==> src/hdl/bfa_pkg.sv <==
`default_nettype none

package bfa_pkg;

    // Pool geometry
    localparam int MAX_FRAMES = 4096;
    localparam int MAP_BYTES  = MAX_FRAMES / 8;
    localparam int ADDR_W     = (MAP_BYTES > 1) ? $clog2(MAP_BYTES) : 1;
    localparam int GRP_W      = $clog2(MAP_BYTES + 1);
    localparam int SPAN_W     = GRP_W + 3;

    // Field widths
    localparam int FRAME_W    = 20;
    localparam int RUN_W      = FRAME_W + 1;
    localparam int GROUPS_W   = 10;
    localparam int COUNT_W    = 13;
    localparam int OP_W       = 2;
    localparam int STATUS_W   = 2;

    // Operation codes
    localparam logic [OP_W-1:0] OP_ALLOC   = 2'd0;
    localparam logic [OP_W-1:0] OP_RELEASE = 2'd1;
    localparam logic [OP_W-1:0] OP_MARK    = 2'd2;

    // Status codes
    localparam logic [STATUS_W-1:0] ST_OK      = 2'd0;
    localparam logic [STATUS_W-1:0] ST_EMPTY   = 2'd1;
    localparam logic [STATUS_W-1:0] ST_OUTSIDE = 2'd2;

    // Configuration register indexes
    localparam logic CFG_BASE   = 1'b0;
    localparam logic CFG_GROUPS = 1'b1;

    localparam logic [7:0] BYTE_FULL = 8'hFF;
    localparam logic [7:0] BIT_ONE   = 8'h01;

    // One access to the used map
    typedef struct packed {
        logic              we;
        logic [ADDR_W-1:0] addr;
        logic [7:0]        wdata;
    } map_req_t;

endpackage

`default_nettype wire

==> src/hdl/bfa_map.sv <==
`default_nettype none

module bfa_map (
    input  wire logic            clk,
    input  wire logic            rst_n,
    input  wire bfa_pkg::map_req_t req,
    output logic [7:0]           rdata,
    output logic                 busy
);
    import bfa_pkg::*;

    logic [7:0]        mem [MAP_BYTES];
    logic [7:0]        rdata_reg;
    logic [ADDR_W-1:0] clr_idx_reg;
    logic [ADDR_W-1:0] clr_idx_next;
    logic              busy_reg;
    logic              busy_next;

    // Sweep zeros through every byte after reset
    always_comb
    begin
        clr_idx_next = clr_idx_reg;
        busy_next    = busy_reg;
        if (busy_reg)
        begin
            clr_idx_next = clr_idx_reg + 1'b1;
            if (clr_idx_reg == ADDR_W'(MAP_BYTES - 1))
            begin
                busy_next = 1'b0;
            end
        end
    end

    always_ff @(posedge clk or negedge rst_n)
    begin
        if (!rst_n)
        begin
            clr_idx_reg <= '0;
            busy_reg    <= 1'b1;
        end
        else
        begin
            clr_idx_reg <= clr_idx_next;
            busy_reg    <= busy_next;
        end
    end

    always_ff @(posedge clk)
    begin
        if (busy_reg)
        begin
            mem[clr_idx_reg] <= '0;
        end
        else if (req.we)
        begin
            mem[req.addr] <= req.wdata;
        end
        rdata_reg <= mem[req.addr];
    end

    assign rdata = rdata_reg;
    assign busy  = busy_reg;

endmodule

`default_nettype wire

==> src/hdl/bitmap_frame_allocator_unit.sv <==
`default_nettype none
// Steps from acceptance to result: allocate reads map bytes in turn up to and including the
// first byte with a free frame (every pool byte when none is free); release reads and, inside
// the pool, rewrites its frame's byte; mark does so for each frame inside the pool, skips the rest.
// Throughput: one item at a time, the next taken in the cycle after the result is loaded; the
// result then waits in an output register. The single-port used-map memory sets the pace.
// Reset: async, active low; a clearing pass over every map byte blocks items; config writes always taken.

module bitmap_frame_allocator_unit (
    input  wire logic                           clk,
    input  wire logic                           rst_n,
    // Configuration write channel
    input  wire logic                           cfg_valid,
    output logic                                cfg_ready,
    input  wire logic                           cfg_index,
    input  wire logic [bfa_pkg::FRAME_W-1:0]    cfg_data,
    // Request channel
    input  wire logic                           in_valid,
    output logic                                in_ready,
    input  wire logic [bfa_pkg::OP_W-1:0]       op,
    input  wire logic [bfa_pkg::FRAME_W-1:0]    frame_no,
    input  wire logic [bfa_pkg::COUNT_W-1:0]    count,
    // Result channel
    output logic                                out_valid,
    input  wire logic                           out_ready,
    output logic [bfa_pkg::FRAME_W-1:0]         frame_no_out,
    output logic [bfa_pkg::STATUS_W-1:0]        status
);
    import bfa_pkg::*;

    typedef enum logic [2:0] {
        S_IDLE,
        S_ALLOC_RD,
        S_ALLOC_CHK,
        S_RUN_CHK,
        S_RUN_WR,
        S_FINISH
    } state_t;

    state_t              state_reg, state_next;

    // Configuration
    logic [FRAME_W-1:0]  base_reg, base_next;
    logic [GROUPS_W-1:0] groups_reg, groups_next;

    // Working registers of the current item
    logic                clear_reg, clear_next;      // release clears, mark sets
    logic [RUN_W-1:0]    cur_reg, cur_next;          // current frame of a run, no wrap
    logic [COUNT_W-1:0]  rem_reg, rem_next;          // frames left in the run
    logic                skip_reg, skip_next;        // some frame fell outside
    logic [GRP_W-1:0]    grp_reg, grp_next;          // byte under scan for allocate

    // Pending result and output register
    logic [FRAME_W-1:0]  res_frame_reg, res_frame_next;
    logic [STATUS_W-1:0] res_status_reg, res_status_next;
    logic                out_valid_reg, out_valid_next;
    logic [FRAME_W-1:0]  out_frame_reg, out_frame_next;
    logic [STATUS_W-1:0] out_status_reg, out_status_next;

    // Map access
    map_req_t            map_req;
    logic [7:0]          map_rdata;
    logic                map_busy;

    // Pool bounds
    logic [GRP_W-1:0]    groups_live;
    logic [SPAN_W-1:0]   span;
    logic [RUN_W-1:0]    diff;
    logic                in_pool;
    logic [ADDR_W+2:0]   off;
    logic [7:0]          bit_mask;

    // Lowest clear bit of the scanned byte
    logic [2:0]          free_bit;
    logic [ADDR_W+2:0]   alloc_off;

    bfa_map u_map (
        .clk   (clk),
        .rst_n (rst_n),
        .req   (map_req),
        .rdata (map_rdata),
        .busy  (map_busy)
    );

    // Clamp an oversized pool to the map size
    always_comb
    begin
        if (32'(groups_reg) > MAP_BYTES)
        begin
            groups_live = GRP_W'(MAP_BYTES);
        end
        else
        begin
            groups_live = GRP_W'(groups_reg);
        end
    end

    assign span     = {groups_live, 3'b000};
    assign diff     = cur_reg - {1'b0, base_reg};
    assign in_pool  = (cur_reg >= {1'b0, base_reg}) && (diff < RUN_W'(span));
    assign off      = diff[ADDR_W+2:0];
    assign bit_mask = BIT_ONE << off[2:0];

    always_comb
    begin
        free_bit = 3'd7;
        for (int b = 7; b >= 0; b--)
        begin
            if (!map_rdata[b])
            begin
                free_bit = 3'(b);
            end
        end
    end

    assign alloc_off = {grp_reg[ADDR_W-1:0], free_bit};

    // Drive the map: the allocator scans by byte, runs address by frame offset
    always_comb
    begin
        map_req.we    = 1'b0;
        map_req.addr  = off[ADDR_W+2:3];
        map_req.wdata = map_rdata;
        unique case (state_reg)
            S_ALLOC_RD, S_ALLOC_CHK:
            begin
                map_req.addr = grp_reg[ADDR_W-1:0];
                if (state_reg == S_ALLOC_CHK && map_rdata != BYTE_FULL)
                begin
                    map_req.we    = 1'b1;
                    map_req.wdata = map_rdata | (BIT_ONE << free_bit);
                end
            end
            S_RUN_WR:
            begin
                map_req.we = 1'b1;
                if (clear_reg)
                begin
                    map_req.wdata = map_rdata & ~bit_mask;
                end
                else
                begin
                    map_req.wdata = map_rdata | bit_mask;
                end
            end
            default:
            begin
            end
        endcase
    end

    assign cfg_ready = 1'b1;
    assign in_ready  = (state_reg == S_IDLE) && !map_busy;

    always_comb
    begin
        state_next      = state_reg;
        base_next       = base_reg;
        groups_next     = groups_reg;
        clear_next      = clear_reg;
        cur_next        = cur_reg;
        rem_next        = rem_reg;
        skip_next       = skip_reg;
        grp_next        = grp_reg;
        res_frame_next  = res_frame_reg;
        res_status_next = res_status_reg;
        out_valid_next  = out_valid_reg;
        out_frame_next  = out_frame_reg;
        out_status_next = out_status_reg;

        // Drop the result once taken
        if (out_valid_reg && out_ready)
        begin
            out_valid_next = 1'b0;
        end

        if (cfg_valid)
        begin
            unique case (cfg_index)
                CFG_BASE:   base_next   = cfg_data;
                CFG_GROUPS: groups_next = cfg_data[GROUPS_W-1:0];
                default:    base_next   = base_reg;
            endcase
        end

        unique case (state_reg)
            S_IDLE:
            begin
                if (in_valid && in_ready)
                begin
                    cur_next        = {1'b0, frame_no};
                    skip_next       = 1'b0;
                    grp_next        = '0;
                    res_frame_next  = '0;
                    res_status_next = ST_OK;
                    unique case (op)
                        OP_ALLOC:
                        begin
                            state_next = S_ALLOC_RD;
                        end
                        OP_RELEASE:
                        begin
                            clear_next = 1'b1;
                            rem_next   = COUNT_W'(1);
                            state_next = S_RUN_CHK;
                        end
                        OP_MARK:
                        begin
                            clear_next = 1'b0;
                            rem_next   = count;
                            state_next = S_RUN_CHK;
                        end
                        default:
                        begin
                            state_next = S_FINISH;
                        end
                    endcase
                end
            end
            S_ALLOC_RD:
            begin
                // Read of byte grp_reg issued here unless the pool is exhausted
                if (grp_reg >= groups_live)
                begin
                    res_status_next = ST_EMPTY;
                    state_next      = S_FINISH;
                end
                else
                begin
                    state_next = S_ALLOC_CHK;
                end
            end
            S_ALLOC_CHK:
            begin
                if (map_rdata != BYTE_FULL)
                begin
                    res_frame_next = base_reg + FRAME_W'(alloc_off);
                    state_next     = S_FINISH;
                end
                else
                begin
                    grp_next   = grp_reg + 1'b1;
                    state_next = S_ALLOC_RD;
                end
            end
            S_RUN_CHK:
            begin
                if (rem_reg == '0)
                begin
                    res_status_next = skip_reg ? ST_OUTSIDE : ST_OK;
                    state_next      = S_FINISH;
                end
                else if (in_pool)
                begin
                    state_next = S_RUN_WR;
                end
                else
                begin
                    skip_next = 1'b1;
                    cur_next  = cur_reg + 1'b1;
                    rem_next  = rem_reg - 1'b1;
                end
            end
            S_RUN_WR:
            begin
                cur_next   = cur_reg + 1'b1;
                rem_next   = rem_reg - 1'b1;
                state_next = S_RUN_CHK;
            end
            S_FINISH:
            begin
                // Hold until the output register is free
                if (!out_valid_reg || out_ready)
                begin
                    out_valid_next  = 1'b1;
                    out_frame_next  = res_frame_reg;
                    out_status_next = res_status_reg;
                    state_next      = S_IDLE;
                end
            end
            default:
            begin
                state_next = S_IDLE;
            end
        endcase
    end

    always_ff @(posedge clk or negedge rst_n)
    begin
        if (!rst_n)
        begin
            state_reg     <= S_IDLE;
            base_reg      <= '0;
            groups_reg    <= GROUPS_W'(512);
            out_valid_reg <= 1'b0;
        end
        else
        begin
            state_reg     <= state_next;
            base_reg      <= base_next;
            groups_reg    <= groups_next;
            out_valid_reg <= out_valid_next;
        end
    end

    always_ff @(posedge clk)
    begin
        clear_reg      <= clear_next;
        cur_reg        <= cur_next;
        rem_reg        <= rem_next;
        skip_reg       <= skip_next;
        grp_reg        <= grp_next;
        res_frame_reg  <= res_frame_next;
        res_status_reg <= res_status_next;
        out_frame_reg  <= out_frame_next;
        out_status_reg <= out_status_next;
    end

    assign out_valid    = out_valid_reg;
    assign frame_no_out = out_frame_reg;
    assign status       = out_status_reg;

endmodule

`default_nettype wire

==> config.mk <==
export PLATFORM = sky130hd
export DESIGN_NAME = bitmap_frame_allocator_unit
export DESIGN_NICKNAME = d
export VERILOG_FILES = /design/src/hdl/bfa_pkg.sv /design/src/hdl/bfa_map.sv /design/src/hdl/bitmap_frame_allocator_unit.sv
export SDC_FILE = /design/constraint.sdc
export NUM_CORES = 2
export LEC_CHECK = 0
export ABC_AREA = 1
export ABC_CLOCK_PERIOD_IN_PS = 28200
export BUFFER_PORTS_ARGS = -buffer_cell sky130_fd_sc_hd__buf_4
export CORE_MARGIN = 2
export CORE_UTILIZATION = 30
export DETAILED_ROUTE_END_ITERATION = 16
export PLACE_DENSITY = 0.5
export SLEW_MARGIN = 15
export SYNTH_ARGS = -nofsm -noshare
export SYNTH_HDL_FRONTEND = slang
export SYNTH_SLANG_ARGS = --single-unit
==> constraint.sdc <==
create_clock -name clk -period 28.2 [get_ports clk]
set_clock_uncertainty 0.05 [all_clocks]
set_input_delay 5.64 -clock clk [delete_from_list [all_inputs] [get_ports clk]]
set_output_delay 5.64 -clock clk [all_outputs]
set_load 0.01 [all_outputs]
---- Word-level counts from Yosys, hierarchy flattened ----
Memory sizes are Yosys's and may differ from the RTL's. A register that Yosys moved wholly into a read port is not among the register bits.
Cells that the tools add are included.
storage, ports and cells
  flip-flop bits (word level) ............. 134
  RAM bits ................................ 4096
  bits of input ports ..................... 61
  word-level logic and storage cells ...... 142
  memories ................................ 1
operators by class
  add/sub/neg operators ................... 6
  $lt $le $gt $ge ......................... 4
  eq/ne operators ......................... 19
  shifts and indexed selects .............. 2
  muxes and demuxes ....................... 60
  bitwise operators ....................... 5
  reductions and logical operators ........ 30
memories
  memory     words  bits a word  read ports  clocked after memory_dff  wr ports  RTL line       source
  u_map.mem  512    8            1           1                         1         bfa_map.sv:12  logic [7:0] mem [MAP_BYTES];
operators by type and width
  kind                                                count
  two-way mux 21 bit                                  3
  one-hot mux 21 bit (3 select lines)                 1
  two-way mux 20 bit                                  2
  one-hot mux 20 bit (2 select lines)                 1
  two-way mux 13 bit                                  3
  one-hot mux 13 bit (3 select lines)                 1
  two-way mux 3 bit                                   12
  two-way mux 10 bit                                  3
  one-hot mux 13 bit (2 select lines)                 1
  two-way mux 8 bit                                   3
  adder 21 x 1 -> 21 bit, second input constant       1
  >= comparator 21 x 20 -> 1 bit                      1
  less-than comparator 21 x 13 -> 1 bit               1
  subtractor 21 x 20 -> 21 bit                        1
  adder 20 x 12 -> 20 bit                             1
  one-hot mux 10 bit (2 select lines)                 1
  two-way mux 9 bit                                   2
  one-hot mux 3 bit (6 select lines)                  1
  two-way mux 1 bit                                   16
  OR 8 bit                                            2
  one-hot mux 8 bit (2 select lines)                  1
  << shifter 1 x 3 -> 8 bit, first input constant     2
  logical NOT 13 bit                                  1
  subtractor 13 x 1 -> 13 bit, second input constant  1
  other kinds (35)                                    64

---- Depth between registers and ports, before layout ----
  depth after elaboration ................. 12
  mapped depth ............................ 23
  gate-level depth less buffers ........... 23

---- Modules after synthesis ----
From an unflattened synthesis, not the netlist that was laid out.
second synthesis, totals
  cells, all modules ...................... 15058
  area total of the unflattened synthesis .. 174688.8 um2
modules (own cells, without submodules)
  module                       times used  cells an instance  area each (um2)  sequential area each (um2)
  bfa_map                      1           13959              166115.6         123409.6
  bitmap_frame_allocator_unit  1           1099               8573.2           3554.7

---- Worst setup path before layout ----
OpenSTA, ideal clock, no wires.
  path kind ............................... reg-to-reg
  start point ............................. register cur_reg[0]
  end point ............................... memory u_map.mem[0][0] (data pin)
  data arrival time ....................... 16.947 ns
  slack ................................... 7.947 ns
  stages on the path, launching flop included .. 9
  buffers on the path ..................... 0
  period minus slack after synthesis ...... 20.253 ns
  cell sequence ........................... edfxtp_1 -> inv_1 -> ha_1 -> fa_1 -> xnor2_1 -> inv_1 -> nand4_1 -> nand3_1 -> a31oi_1
between the ends
  longest elaborated chain between the ends .. 7
ends and longest elaborated chain
  item                                  RTL line                            source
  start: declaration                    bitmap_frame_allocator_unit.sv:48   logic [RUN_W-1:0] cur_reg, cur_next;
  start signal: assignment              bitmap_frame_allocator_unit.sv:309  cur_reg <= cur_next;
  subtractor 21 x 20 -> 21 bit *        bitmap_frame_allocator_unit.sv:99   assign diff = cur_reg - {1'b0, base_reg};
  << shifter 1 x 3 -> 8 bit *           bitmap_frame_allocator_unit.sv:102  assign bit_mask = BIT_ONE << off[2:0];
  NOT 8 bit                             bitmap_frame_allocator_unit.sv:139  map_req.wdata = map_rdata & ~bit_mask;
  AND 8 bit                             bitmap_frame_allocator_unit.sv:139
  two-way mux 8 bit *                   bitmap_frame_allocator_unit.sv:137  if (clear_reg)
  one-hot mux 8 bit (2 select lines) *  bitmap_frame_allocator_unit.sv:124  unique case (state_reg)
  two-way mux 8 bit (no line) *         n/a
  end: declaration                      bfa_map.sv:12
Every way passes the cells marked *; elsewhere a longest branch is shown, timed or not.

---- Worst setup path in the final report ----
  start point ............................. register state_reg[0]
  end point ............................... output in_ready
between the ends
  longest elaborated chain between the ends .. 2
ends and longest elaborated chain
  item                      RTL line                            source
  start: declaration        bitmap_frame_allocator_unit.sv:40   state_t state_reg, state_next;
  start signal: assignment  bitmap_frame_allocator_unit.sv:299  state_reg <= state_next;
  logical NOT 3 bit         bitmap_frame_allocator_unit.sv:153  assign in_ready = (state_reg == S_IDLE) && !map_busy;
  logical AND 1 bit         bitmap_frame_allocator_unit.sv:153
  end: declaration          bitmap_frame_allocator_unit.sv:19   output logic in_ready,
No other way between the ends.

==> impl_metrics.ini <==
[floorplan]
core_area_mm2 = 0.590
core.rowCount = 282
chipWidth_um = 773
floorplan.initialDensity = 0.301
number_of_placed_i_o_pins = 86
floorplan.die_area_mm2 = 0.598
chipHeight_um = 773

[routing]
viasPerCell = 5.12
antenna_left = 0
drc_errors = 0
drt_pre_antenna_iters = 7
wl_um = 562000
dr.first_iter.drc_count = 12774
num_vias = 117667
wire_per_inst_um = 24.5

[cts]
cts_inserted_buffers = 434
htreeDepth = 5
worstSkewPairLatency_ns = 1.05
cell_chosen_for_the_clock_root = sky130_fd_sc_hd__clkbuf_16
tritoncts_clock_tree = built
cts.reportedPaths.clkPinSlew_ns = 0.06
cts.sinks = 4238
post-cts-setup-buffers = 0
post_cts_resized = 0
clockBufferDepth = 4
cts-hold-fix-buffers = 0

[yosys]
synth_seq_area_share = 0.715
asyncSetResetFlopFracSynth = 0.0104
synth_edf_count = 4186
ys_ff_latch = 4238
synth_nets = 15109
post_synth_instance_area_mm2 = 0.178
synth.yosys.warnings = 0
avg_cell_area_syn_um2 = 11.8
synth_ff_type = sky130_fd_sc_hd__edfxtp_1
synth_cells = 14988
synth_cell_type_count = 60

[hold_path]
hold_depth = 0
worst_hold_path_type = flip-flop to flip-flop

[global_route]
grt_first_pass_wirelength_um = 815000
grt_pass1_vias = 112555
grt.total_usage = 0.180
initial_antenna_violation_count = 13
pin_count_of_the_biggest_net_entering_global_routing = 177
globalRoute.totalOverflow = 0

[layout]
most-common-layout-cells = sky130_fd_sc_hd__nand2_1, sky130_fd_sc_hd__nand3_1, sky130_fd_sc_hd__edfxtp_1
most_common_cell_after_layout_fill_and_taps_aside = sky130_fd_sc_hd__nand2_1
final_core_util = 0.340
layout-drive-gt1-share = 0.100
area_growth_from_synthesis_to_layout_pct = 12.8
largest_reg_flops = 4096
nets = 14900

[sta]
worst_slew_margin_rel = 0.0793
timing.final.max_slew_violations = 0
worst_margin_pin_slew_ns = 1.38
setup_viol_count_final = 0
grt_setup_unrepaired = false
final.setup.worst_slack_ns = 20.18
fmax_mhz = 125
hold_slack_final_ns = 0.363
min_period_over_period = 0.284
period_minus_slack_ns = 8.02
fin_setup_tns_ns = 0
fin_hold_viols = 0

[placement]
dpl.hpwl_um = 314000
gp_congestion = 0.822
dp_slack_ns = 20.45
numPortBuffers = 84

[setup_path]
critPathArrivalTime_ns = 2.33
worst_setup_path_start_kind = flip-flop
endpoint_required_time_on_the_critical_path_ns = 22.51
max_stage_delay_ns = 0.45
critical_path_depth = 4
timing.critical_path.cells = nor2_2 -> inv_2 -> nor3_1 -> buf_4
worst_path_dominant_cell_family = simple AND/OR/NAND/NOR gates
crit_fanout = 6
setup.reg_to_reg.worst_slack_ns = 20.36
worstPathBufferInverterCount = 2
path_class = flip-flop to primary output
critical_path.slowest_cell = sky130_fd_sc_hd__dfrtp_1
timing.reg2reg.worst_path_depth = 24
critical_path.endpoint_type = primary output

[job]
maxCapViolations = 0

[outcome]
outcome = completed
## per-layer routing
metal	part of all wire	vias to the layer above	wire (µm)	GRT usage
li1	-	53379	-	-
met4	0.025	4	14100	0.0445
met2	0.46	4165	260000	0.288
met3	0.065	727	36600	0.0246
met5	0.000069	-	39	0
met1	0.45	59392	251000	0.259
## path summary, 6_finish.rpt
check / to / from
worst max-delay path: in_ready / state_reg[0]
min in group asynchronous: u_map.clr_idx_reg[4] / rst_n
max in group asynchronous: base_reg[2] / rst_n
worst min-delay path: frame_no_out[0] / res_frame_reg[0]
worst min register to register: frame_no_out[0] / res_frame_reg[0]
worst max register to register: u_map.rdata[6] / cur_reg[0]
## stage by stage
| step | cell area, µm² | std cells |
|---|---|---|
| 2_1_floorplan | 178000 | 14988 |
| 3_3_place_gp | 186000 | 22150 |
| 3_5_place_dp | 186000 | 22153 |
| 4_1_cts | 200000 | 22957 |
| 5_1_grt | 200000 | 22958 |
| 6_report | 200000 | 22961 |
## cell type report
cell class	instances	area (µm²)
antenna	4	10.0
clock buffer	538	11300
clock inverter	266	2460
fill	57927	389000
inverter	173	689
multi-input combinational	9500	45500
sequential	4238	127000
tap	7810	9770
timing repair buffer	432	3520
## Yosys cell counts (all sizes together), types with 2 or more instances
cell	number	area, µm²
ha	58	726
buf	778	4110
xnor2	14	130
nand4	22	138
or2	2	12.5
o21ai	105	589
dfrtp	42	1050
a21boi	2	15.0
fa	2	40.0
clkinv	2	8.75
o211ai	2	15.0
a31oi	9	56.3
o2111ai	2	17.5
edfxtp	4186	126000
nor3b	3	22.5
a21o	6	45.0
o21a	5	37.5
inv	171	649
nor2	96	378
o21bai	2	15.0
o31ai	4	30.0
a22o	8	70.1
nor3	542	4240
dfxtp	8	160
dfstp	2	52.6
nand2	4270	16100
xor2	27	244
a21oi	85	474
nand3	4216	21200
clkbuf	299	1120
nor4	10	62.6
## kinds of logic (layout without fill, tap and decap cells)
group	after synthesis	after routing	synth area share
other	1	5	0.0000211
AO/OA/AOI/OAI	233	233	0.00784
buffers and inverters	1250	1409	0.0332
AND/OR/NAND/NOR	9165	9165	0.238
XOR/XNOR	41	41	0.00211
flip-flops	4238	4238	0.715
adder cells (fa/ha/maj)	60	60	0.00431
## worst reg2reg max path: cells and delay by family (launching register included)
| kind | cells | cell delay (ns) |
|---|---|---|
| simple gates | 15 | 2.47 |
| buf+inv | 7 | 4.17 |
| fa+ha+maj | 2 | 0.63 |
| flops | 1 | 0.39 |
Power is left out: the tool's default activity adds up to more than one toggle a clock period on the data nets, which glitch-free logic cannot reach.
